### config.mk
export PLATFORM = sky130hd
export DESIGN_NAME = indexed_insert_delete_list
export DESIGN_NICKNAME = d
export VERILOG_FILES = /design/src/sv/iil_pkg.sv /design/src/sv/indexed_insert_delete_list.sv /design/src/sv/iil_cell.sv
export VERILOG_INCLUDE_DIRS = /design/src /design/src/sv
export SDC_FILE = /design/constraint.sdc
export NUM_CORES = 2
export LEC_CHECK = 0
export BUFFER_PORTS_ARGS = -buffer_cell sky130_fd_sc_hd__buf_2
export CAP_MARGIN = 20
export CORE_MARGIN = 1.5
export CORE_UTILIZATION = 45
export CTS_BUF_LIST = sky130_fd_sc_hd__clkbuf_4 sky130_fd_sc_hd__clkbuf_8
export CTS_CLUSTER_SIZE = 40
export DETAILED_ROUTE_END_ITERATION = 10
export SYNTH_ARGS = -nofsm -noshare
export SYNTH_HDL_FRONTEND = slang
export SYNTH_SLANG_ARGS = --single-unit
export TNS_END_PERCENT = 50
### constraint.sdc
create_clock -name i_clk -period 15.3 [get_ports i_clk]
set_input_delay 3.06 -clock i_clk [delete_from_list [all_inputs] [get_ports i_clk]]
set_output_delay 3.06 -clock i_clk [all_outputs]
set_load 0.01 [all_outputs]
### src/sv/indexed_insert_delete_list_defines.svh
// Assertion macros used by the indexed list top level.
`ifndef INDEXED_INSERT_DELETE_LIST_DEFINES_SVH
`define INDEXED_INSERT_DELETE_LIST_DEFINES_SVH

// Checked only while the block is out of reset.
`define IIL_ASSERT(lbl, prop, msg) \
    lbl: assert property (@(posedge i_clk) disable iff (!i_rst_n) prop) else $error(msg);

// Checked at every rising clock edge, reset included.
`define IIL_ASSERT_ALWAYS(lbl, prop, msg) \
    lbl: assert property (@(posedge i_clk) prop) else $error(msg);

`endif

### src/sv/iil_pkg.sv
// Shared types and constants of the indexed list.
package iil_pkg;

    localparam int ELEM_WIDTH = 32;
    localparam int OP_WIDTH   = 3;
    localparam int POS_WIDTH  = 5;

    typedef enum logic [OP_WIDTH-1:0] {
        OP_GET    = 3'd0,
        OP_SET    = 3'd1,
        OP_INSERT = 3'd2,
        OP_DELETE = 3'd3,
        OP_FIND   = 3'd4,
        OP_CLEAR  = 3'd5
    } t_op;

    // Update command broadcast to every cell of the row.
    typedef struct packed {
        logic                  ins;
        logic                  del;
        logic                  set;
        logic [ELEM_WIDTH-1:0] value;
    } t_cell_ctrl;

endpackage

### src/sv/indexed_insert_delete_list.sv
// Indexed list top level: request decode, row of storage cells and result register.
// An accepted request stays pending until the result register is free or is being
// taken; its result is then registered. No request is accepted while one is pending.
// The row updates and registers its compare flags when a request is accepted, and
// the find priority encode and read-back OR run when the pending result resolves.
// Reset clears the element count and the handshake state; entry contents stay
// undefined until written, which is never observed since only held entries are read.
module indexed_insert_delete_list #(
    parameter int CAPACITY = 16
) (
    input  logic        i_clk,
    input  logic        i_rst_n,
    input  logic        s_axis_tvalid,
    output logic        s_axis_tready,
    // [2:0] operation, [7:3] position, [39:8] value
    input  logic [39:0] s_axis_tdata,
    output logic        m_axis_tvalid,
    input  logic        m_axis_tready,
    // [0] ok, [32:1] read_value, [36:33] found_position, [41:37] length,
    // [42] empty_res, [47:43] zero
    output logic [47:0] m_axis_tdata
);
    import iil_pkg::*;

    `include "indexed_insert_delete_list_defines.svh"

    localparam int CW = $clog2(CAPACITY + 1);
    localparam int IW = $clog2(CAPACITY);
    localparam int MW = (CW > POS_WIDTH) ? CW : POS_WIDTH;
    localparam logic [CW-1:0] CAP_CNT = CW'(CAPACITY);

    // Request fields
    t_op                   w_op;
    logic [POS_WIDTH-1:0]  w_pos;
    logic [ELEM_WIDTH-1:0] w_value;
    logic [MW-1:0]         w_pos_m;
    logic [MW-1:0]         w_cnt_m;
    logic                  w_accept;
    logic                  w_in_range;
    logic                  w_ins_ok;
    logic                  w_ok_pre;
    t_cell_ctrl            w_ctrl;

    logic [CW-1:0]         r_count;
    logic [CW-1:0]         n_count;
    logic                  r_pend;
    t_op                   r_op;
    logic                  r_ok_pre;

    logic [ELEM_WIDTH-1:0] w_data [CAPACITY];
    logic [ELEM_WIDTH-1:0] w_hit  [CAPACITY];
    logic [CAPACITY-1:0]   w_match;
    logic [CAPACITY-1:0]   w_lowest;
    logic [ELEM_WIDTH-1:0] w_rd_or;
    logic [IW-1:0]         w_fp;
    logic                  w_any;

    logic                  r_out_valid;
    logic                  r_ok;
    logic [ELEM_WIDTH-1:0] r_rd;
    logic [3:0]            r_fp;
    logic [4:0]            r_len;
    logic                  r_empty;
    logic                  w_resolve;

    assign w_op    = t_op'(s_axis_tdata[2:0]);
    assign w_pos   = s_axis_tdata[7:3];
    assign w_value = s_axis_tdata[39:8];
    assign w_pos_m = MW'(w_pos);
    assign w_cnt_m = MW'(r_count);

    assign s_axis_tready = !r_pend && (!r_out_valid || m_axis_tready);
    assign w_accept      = s_axis_tvalid && s_axis_tready;

    assign w_in_range = w_pos_m < w_cnt_m;
    assign w_ins_ok   = (w_pos_m <= w_cnt_m) && (r_count < CAP_CNT);

    always_comb begin
        w_ok_pre = 1'b0;
        n_count  = r_count;
        case (w_op)
            OP_GET: begin
                w_ok_pre = w_in_range;
            end
            OP_SET: begin
                w_ok_pre = w_in_range;
            end
            OP_INSERT: begin
                w_ok_pre = w_ins_ok;
                if (w_ins_ok) begin
                    n_count = r_count + 1'b1;
                end
            end
            OP_DELETE: begin
                w_ok_pre = w_in_range;
                if (w_in_range) begin
                    n_count = r_count - 1'b1;
                end
            end
            OP_CLEAR: begin
                w_ok_pre = 1'b1;
                n_count  = '0;
            end
            default: begin
                w_ok_pre = 1'b0;
            end
        endcase
    end

    assign w_ctrl.ins   = (w_op == OP_INSERT) && w_ins_ok;
    assign w_ctrl.del   = (w_op == OP_DELETE) && w_in_range;
    assign w_ctrl.set   = (w_op == OP_SET) && w_in_range;
    assign w_ctrl.value = w_value;

    for (genvar g = 0; g < CAPACITY; g++) begin : g_cell
        logic [ELEM_WIDTH-1:0] w_left;
        logic [ELEM_WIDTH-1:0] w_right;

        if (g == 0) begin : g_first
            assign w_left = '0;
        end else begin : g_inner_l
            assign w_left = w_data[g-1];
        end

        // The last cell refills itself on a delete; that slot is no longer held.
        if (g == CAPACITY - 1) begin : g_last
            assign w_right = w_data[g];
        end else begin : g_inner_r
            assign w_right = w_data[g+1];
        end

        iil_cell #(
            .IDX (g),
            .PW  (MW)
        ) u_cell (
            .i_clk   (i_clk),
            .i_load  (w_accept),
            .i_ctrl  (w_ctrl),
            .i_pos   (w_pos_m),
            .i_count (w_cnt_m),
            .i_left  (w_left),
            .i_right (w_right),
            .o_data  (w_data[g]),
            .o_match (w_match[g]),
            .o_hit   (w_hit[g])
        );
    end

    // Isolate the lowest matching cell with a two's complement trick.
    assign w_lowest = w_match & (~w_match + 1'b1);
    assign w_any    = |w_match;

    always_comb begin
        w_rd_or = '0;
        w_fp    = '0;
        for (int i = 0; i < CAPACITY; i++) begin
            w_rd_or = w_rd_or | w_hit[i];
            if (w_lowest[i]) begin
                w_fp = w_fp | IW'(i);
            end
        end
    end

    assign w_resolve = r_pend && (!r_out_valid || m_axis_tready);

    always_ff @(posedge i_clk) begin
        if (!i_rst_n) begin
            r_count     <= '0;
            r_pend      <= 1'b0;
            r_out_valid <= 1'b0;
        end else begin
            if (w_accept) begin
                r_count <= n_count;
                r_pend  <= 1'b1;
            end
            if (w_resolve) begin
                r_pend      <= 1'b0;
                r_out_valid <= 1'b1;
            end else if (m_axis_tready) begin
                r_out_valid <= 1'b0;
            end
        end
    end

    always_ff @(posedge i_clk) begin
        if (w_accept) begin
            r_op     <= w_op;
            r_ok_pre <= w_ok_pre;
        end
        if (w_resolve) begin
            r_ok    <= (r_op == OP_FIND) ? w_any : r_ok_pre;
            r_rd    <= ((r_op == OP_GET || r_op == OP_DELETE) && r_ok_pre) ? w_rd_or : '0;
            r_fp    <= ((r_op == OP_FIND) && w_any) ? 4'(w_fp) : 4'd0;
            r_len   <= 5'(r_count);
            r_empty <= (r_count == '0);
        end
    end

    assign m_axis_tvalid = r_out_valid;
    assign m_axis_tdata  = {5'd0, r_empty, r_len, r_fp, r_rd, r_ok};

    `IIL_ASSERT(a_no_accept_while_pending, r_pend |-> !s_axis_tready, "request accepted while one is pending")
    `IIL_ASSERT(a_accept_sets_pending, w_accept |=> r_pend, "accepted request not pending")
    `IIL_ASSERT(a_count_bounded, r_count <= CAP_CNT, "element count above capacity")
    `IIL_ASSERT(a_empty_matches_length, r_out_valid |-> (r_empty == (r_len == 5'd0)), "empty flag disagrees with length")
    `IIL_ASSERT_ALWAYS(a_reset_idle, !i_rst_n |=> (!r_pend && !r_out_valid), "handshake state not cleared by reset")

endmodule

### src/sv/iil_cell.sv
// One storage cell of the list row: holds one entry, shifts with its neighbors.
module iil_cell #(
    parameter int IDX = 0,
    parameter int PW  = 5
) (
    input  logic                          i_clk,
    input  logic                          i_load,
    input  iil_pkg::t_cell_ctrl           i_ctrl,
    input  logic [PW-1:0]                 i_pos,
    input  logic [PW-1:0]                 i_count,
    input  logic [iil_pkg::ELEM_WIDTH-1:0] i_left,
    input  logic [iil_pkg::ELEM_WIDTH-1:0] i_right,
    output logic [iil_pkg::ELEM_WIDTH-1:0] o_data,
    output logic                          o_match,
    output logic [iil_pkg::ELEM_WIDTH-1:0] o_hit
);
    import iil_pkg::*;

    localparam logic [PW-1:0] MY_IDX = PW'(IDX);

    logic [ELEM_WIDTH-1:0] r_data;
    logic [ELEM_WIDTH-1:0] n_data;
    logic                  r_match;
    logic [ELEM_WIDTH-1:0] r_hit;

    always_comb begin
        n_data = r_data;
        if (i_load) begin
            if (i_ctrl.ins) begin
                if (MY_IDX > i_pos) begin
                    n_data = i_left;
                end else if (MY_IDX == i_pos) begin
                    n_data = i_ctrl.value;
                end
            end else if (i_ctrl.del && (MY_IDX >= i_pos)) begin
                n_data = i_right;
            end else if (i_ctrl.set && (MY_IDX == i_pos)) begin
                n_data = i_ctrl.value;
            end
        end
    end

    // Compare and select flags are taken from the contents before the update.
    always_ff @(posedge i_clk) begin
        r_data <= n_data;
        if (i_load) begin
            r_match <= (MY_IDX < i_count) && (r_data == i_ctrl.value);
            r_hit   <= (MY_IDX == i_pos) ? r_data : '0;
        end
    end

    assign o_data  = r_data;
    assign o_match = r_match;
    assign o_hit   = r_hit;

endmodule

* Word-level counts from Yosys, hierarchy flattened
Index checks and enable logic that the tools add are counted.
Cells by class: multiplexer cells 102, reductions and logical operators 103, bitwise operators 18, $add $sub $neg 3, $lt $le $gt $ge 51, equal/unequal tests 56
Operator list (number):
- $mux W32 | 80
- $eq A32 B32 Y1 | 16
- $or A32 B32 Y32 | 15
- $logic_and A1 B1 Y1 | 57
- $reduce_bool A3 Y1 | 16
- $ne A3 B1 Y1 const B | 15
- $reduce_and A3 Y1 | 15
- $eq A4 B5 Y1 const A | 8
- $ge A4 B5 Y1 const A | 8
- $gt A4 B5 Y1 const A | 8
- $lt A4 B5 Y1 const A | 8
- $mux W4 | 8
- $eq A3 B5 Y1 const A | 4
- $ge A3 B5 Y1 const A | 4
- $gt A3 B5 Y1 const A | 4
- $lt A3 B5 Y1 const A | 4
- $add A16 B1 Y16 const B | 1
- $and A16 B16 Y16 | 1
- $not A16 Y16 | 1
- $reduce_or A16 Y1 | 1
- $pmux W5 S3 | 1
- $mux W3 | 4
- $eq A2 B5 Y1 const A | 2
- $ge A1 B5 Y1 const A | 2
- 29 further kinds | 50
Word-level totals: logic and storage cells 391, output and inout bits 50, input port bits 44, bits in registers 1094

* Logic depth before layout (Yosys ltp)
word-level depth 18, mapped depth 11, depth with buffers taken out 7

* Hierarchy
From an unflattened synthesis, not the netlist that was laid out.
Second synthesis, totals: cell total of the unflattened synthesis 4903, area total of the unflattened synthesis 60184.0 sq um
Modules (own cells, without submodules):
- iil_cell (g_cell[3].u_cell) | area each 3784.9 sq um, cells an instance 335, seq. area each 1951.9 sq um, instances 1
- iil_cell (g_cell[1].u_cell) | area each 3726.1 sq um, cells an instance 303, seq. area each 1951.9 sq um, instances 1
- iil_cell (g_cell[7].u_cell) | area each 3679.8 sq um, cells an instance 294, seq. area each 1951.9 sq um, instances 1
- iil_cell (g_cell[14].u_cell) | area each 3677.3 sq um, cells an instance 258, seq. area each 1951.9 sq um, instances 1
- iil_cell (g_cell[10].u_cell) | area each 3672.3 sq um, cells an instance 262, seq. area each 1951.9 sq um, instances 1
- iil_cell (g_cell[12].u_cell) | area each 3661.0 sq um, cells an instance 262, seq. area each 1951.9 sq um, instances 1
- iil_cell (g_cell[5].u_cell) | area each 3661.0 sq um, cells an instance 342, seq. area each 1951.9 sq um, instances 1
- iil_cell (g_cell[11].u_cell) | area each 3646.0 sq um, cells an instance 307, seq. area each 1951.9 sq um, instances 1
- iil_cell (g_cell[8].u_cell) | area each 3633.5 sq um, cells an instance 261, seq. area each 1951.9 sq um, instances 1
- iil_cell (g_cell[4].u_cell) | area each 3632.2 sq um, cells an instance 262, seq. area each 1951.9 sq um, instances 1
- iil_cell (g_cell[15].u_cell) | area each 3565.9 sq um, cells an instance 332, seq. area each 1951.9 sq um, instances 1
- indexed_insert_delete_list | area each 3557.2 sq um, cells an instance 367, seq. area each 1551.5 sq um, instances 1
- iil_cell (g_cell[2].u_cell) | area each 3519.6 sq um, cells an instance 336, seq. area each 1951.9 sq um, instances 1
- iil_cell (g_cell[6].u_cell) | area each 3497.1 sq um, cells an instance 336, seq. area each 1951.9 sq um, instances 1
- +3 rows

* Least setup slack after synthesis
Ideal clock, no wire load.
path type in2reg, start point input port m_axis_tready, end point register g_cell[0].u_cell.r_hit[0] (enable), data arrival time 14.191 ns, library setup time 0.875 ns, stages on the path 5, buffers on the path 2, setup slack 0.234 ns, cells stage by stage nor2b_1 -> or3b_2 -> clkbuf_1 -> clkbuf_1 -> inv_1
Between the ends: word-level cells in the longest chain between the ends 3
RTL lines:
- start: declaration | RTL line indexed_insert_delete_list.sv:18 | input logic m_axis_tready,
- $logic_or A1 B1 Y1 | RTL line indexed_insert_delete_list.sv:72 | assign s_axis_tready = !r_pend && (!r_out_valid || m_axis_tready);
- $logic_and A1 B1 Y1 | RTL line indexed_insert_delete_list.sv:72
- $logic_and A1 B1 Y1 | RTL line indexed_insert_delete_list.sv:73 | assign w_accept = s_axis_tvalid && s_axis_tready;
- net g_cell[0].u_cell.i_load | RTL line iil_cell.sv:7 | input logic i_load,
- end signal: assignment | RTL line iil_cell.sv:48 | r_hit <= (MY_IDX == i_pos) ? r_data : '0;
- end: declaration | RTL line iil_cell.sv:24 | logic [ELEM_WIDTH-1:0] r_hit;
The timed path passes the listed nets, and every way through them passes these cells. A chain may end at the register's enable or synchronous reset.

* Final worst setup path
start point input port m_axis_tready, end point output port s_axis_tready
Between the ends: word-level cells in the longest chain between the ends 2
RTL lines:
- $logic_or A1 B1 Y1 | RTL line indexed_insert_delete_list.sv:72
- $logic_and A1 B1 Y1 | RTL line indexed_insert_delete_list.sv:72
- end: declaration | RTL line indexed_insert_delete_list.sv:14 | output logic s_axis_tready,
Every way passes these cells.

==> summary.log <==
qor: run_status.run_status completed
qor: setup_path.crit_family simple AND/OR/NAND/NOR gates
qor: sta.tns 0 ns
qor: synthesis.yosys.area.top_type edfxtp_1
qor: clock_network.cts_resized 0
qor: floorplan.chipHeight 347 microns
qor: setup_path.slowest_delay 0.29 ns
qor: setup_path.crit_path_buffers_inverters 2
qor: finish.synth_to_final_area_change 10.7%
qor: floorplan.core.rowCount 125
qor: drt.drt-initial-drc-count 7326
qor: pwr.seq_power_share 0.522
qor: floorplan.floorplan.io_pins 94
qor: setup_path.critical_path.endpoint_type output pin
qor: flow_run.timing.max_cap.violations 0
qor: pwr.power_frac_clock 0.401
qor: synthesis.synthMostInstantiatedCell edfxtp_1
qor: floorplan.floorplan.initialDensity 0.455
qor: clock_network.cts_tree done
qor: finish.drive_gt1_frac 0.137
qor: pwr.cellInternalPower 4.89 mW
qor: synthesis.synthCells 4144
qor: grt.grt_util_all_layers 0.397
qor: clock_network.cts_buffer_depth 3
qor: clock_network.cts.repair_timing.setup_buffer_count 0
qor: clock_network.cts_hold_buf 0
qor: synthesis.most_common_library_cells_after_synthesis edfxtp_1 (1087), and2_1 (484), a22oi_1 (360)
qor: setup_path.cp.required 12.24 ns
qor: sta.tightest_slew 1.28 ns
qor: synthesis.syn-mean-instance-area 12.8 sq um
qor: clock_network.clock_latency 0.99 ns
qor: synthesis.post_synth_num_cell_types 71
qor: clock_network.cts_inserted_buffers 186
qor: grt.number_of_antenna_violations_at_the_first_check_in_global_routing 34
qor: pwr.leakage 19.4 nW
qor: drt.wire_per_inst 41.2 microns
qor: hold_path.timing.hold.worst.class reg2reg
qor: drt.antenna_violating_nets_post_route 0
qor: sta.slew_violations 0
qor: place.dp_hpwl 169000 microns
qor: grt.global_route_wire_length_before_repair 323000 microns
qor: pwr.power_per_cell_area 112 nW/um^2
qor: sta.unrepaired_setup_endpoints_after_global_routing false
qor: sta.slew_headroom 0.137
qor: synthesis.synth.ff_latch_count 1094
qor: finish.multi_input_logic_area 19100 sq um
qor: pwr.comb_power_share 0.077
qor: synthesis.async_flop_share 0
qor: place.port-buffer-count 88
qor: drt.number_of_drc_violations_after_detailed_routing 0
qor: clock_network.clk_transition_reported_paths 0.06 ns
qor: setup_path.setup.worst_path.start_class primary input
qor: synthesis.netlist_top_cells_area edfxtp_1 (61%), and2_1 (5.7%), xor2_1 (5.6%)
qor: sta.hold_viol_final 0
qor: pwr.netSwitchingPower 1.70 mW
qor: setup_path.worst-setup-path-type in2out
qor: sta.setup_viol 0
qor: place.dpl.cell_count 5511
qor: synthesis.synth-edff-count 1087
qor: synthesis.synth_top_cell_area_share 0.615
qor: setup_path.sequence_of_cells_on_the_critical_path buf_2 -> nor2b_1 -> nor2_1 -> buf_2
qor: sta.clock_skew 0.0586 ns
qor: drt.via_count 40311
qor: synthesis.yosys_most_used_dff edfxtp_1
qor: setup_path.cp_common_cell buf_2
qor: drt.detailedRoute.firstPassIterationCount 6
qor: sta.finalCritPeriodShare 0.442
qor: grt.grt_overflow 0
qor: floorplan.die_width 347 microns
qor: finish.seq_area 32800 sq um
qor: clock_network.clock_tree.root_cell clkbuf_8
qor: floorplan.die_area 120000 sq um
qor: clock_network.h-tree-depth 4
qor: floorplan.core 117000 sq um
qor: grt.grt_start_max_net_pins 120
qor: synthesis.post_synthesis_sequential_area_ratio 0.617
qor: setup_path.highest_delay_cell_along_the_critical_path nor2b_1
qor: finish.instances_no_fill 5848
qor: grt.first_global_vias 36873
qor: synthesis.post_synth_instance_area 53100 sq um
qor: clock_network.tritoncts_num_sinks 1094
qor: synthesis.total_number_of_yosys_warnings 0
qor: finish.final_nets 4233
qor: pwr.vdd_ir_drop_max 0.0856 mV
qor: sta.fmax 148 MHz
qor: place.gp_congestion 1.12
qor: setup_path.critical_path.max_fanout 4
qor: drt.vias_per_cell 6.89
qor: drt.wirelength 241000 microns
qor: finish.fillCellCount 10314
qor: pwr.switching_part_of_the_total_power 0.258
qor: sta.final.min_clock_period 6.77 ns
qor: setup_path.critical_path_arrival 3.71 ns
==> cells by family (layout without fill, tap and decap cells) <==
kind of cell | Yosys count | after routing | share of synthesized area
AND/OR/NAND/NOR | 1101 | 1101 | 0.124
flip-flops | 1094 | 1094 | 0.617
AO/OA/AOI/OAI | 999 | 999 | 0.134
XOR/XNOR | 513 | 513 | 0.0846
buffers and inverters | 395 | 562 | 0.0308
multiplexers | 32 | 32 | 0.00679
adder cells (fa/ha/maj) | 9 | 9 | 0.00212
other | 1 | 14 | 0.0000706
==> stage by stage <==
step                       util  hold slack [ns]  instance area [sq um]  power [mW]  setup slack [ns]
after floorplan               -            0.453                  53100        3.80             0.234
after global placement    0.473            0.482                  55100        3.99              8.12
after detailed placement  0.473            0.476                  55100        3.99              8.08
final                     0.504            0.488                  58800        6.59              8.53
after CTS                 0.503            0.488                  58700        6.59              8.53
after global routing      0.504            0.517                  58800        6.74              8.45
==> placed cells by master (no fill, tap or decap), types with 61 or more instances in the layout <==
cell type	netlist	layout
edfxtp_1	1087	1087
and2_1	484	483
a22oi_1	360	360
xor2_1	341	341
o31ai_1	226	226
nor4_1	229	221
clkbuf_8	0	187
xnor2_1	172	172
o21ai_0	162	161
buf_4	10	99
buf_2	91	93
clkbuf_4	0	69
nand2_1	61	61
==> power by group through the flow <==
stage / clock network [mW] / logic [mW] / registers [mW]
2_1_floorplan: 0 / 0.263 / 3.54
3_3_place_gp: 0 / 0.485 / 3.50
3_5_place_dp: 0 / 0.488 / 3.51
4_1_cts: 2.65 / 0.490 / 3.44
5_1_grt: 2.78 / 0.517 / 3.45
6_report: 2.64 / 0.508 / 3.44
==> path summary, 6_finish.rpt <==
path | slack (ns) | from | end | cells after the start
worst max register to register | 10.34 | r_count[3] | g_cell[12].u_cell.o_data[0] | 8
worst max-delay path | 8.53 | m_axis_tready | s_axis_tready | 4
worst min register to register | 0.49 | r_pend | r_pend | 2
worst min-delay path | 0.49 | r_pend | r_pend | 2
==> tightest hold or removal path, cell delays in order (launching register included) <==
cell     delay [ns]
dfxtp_1        0.33
nand2_1        0.06
a21oi_1        0.05
==> state kept, by name (all words and copies together), names as in the netlist <==
register               count
m_axis_tvalid              1
g_cell.u_cell.o_hit      512
r_fp                       4
g_cell.u_cell.o_data     512
r_count                    5
r_pend                     1
r_len                      5
r_ok                       1
r_op                       3
r_rd                      32
g_cell.u_cell.o_match     16
r_empty                    1
r_ok_pre                   1
==> area by class of cell <==
class | instances | share of cell area
Antenna cell | 9 | 0.000383
Inverter | 44 | 0.00294
Clock inverter | 68 | 0.00836
Sequential cell | 1094 | 0.558
Multi-Input combinational cell | 2659 | 0.325
Clock buffer | 255 | 0.0525
Tap cell | 1524 | 0.0324
Timing Repair Buffer | 195 | 0.0212
==> layer usage <==
metal  track usage  vias to the layer above  part of all wire
met3        0.0964                      560              0.12
met2         0.603                     3216              0.44
met1         0.536                    20480              0.38
met5             0                        -           0.00059
li1              -                    16035                 -
met4         0.187                       20             0.055
No activity file was read; power rests on OpenSTA's default activity.
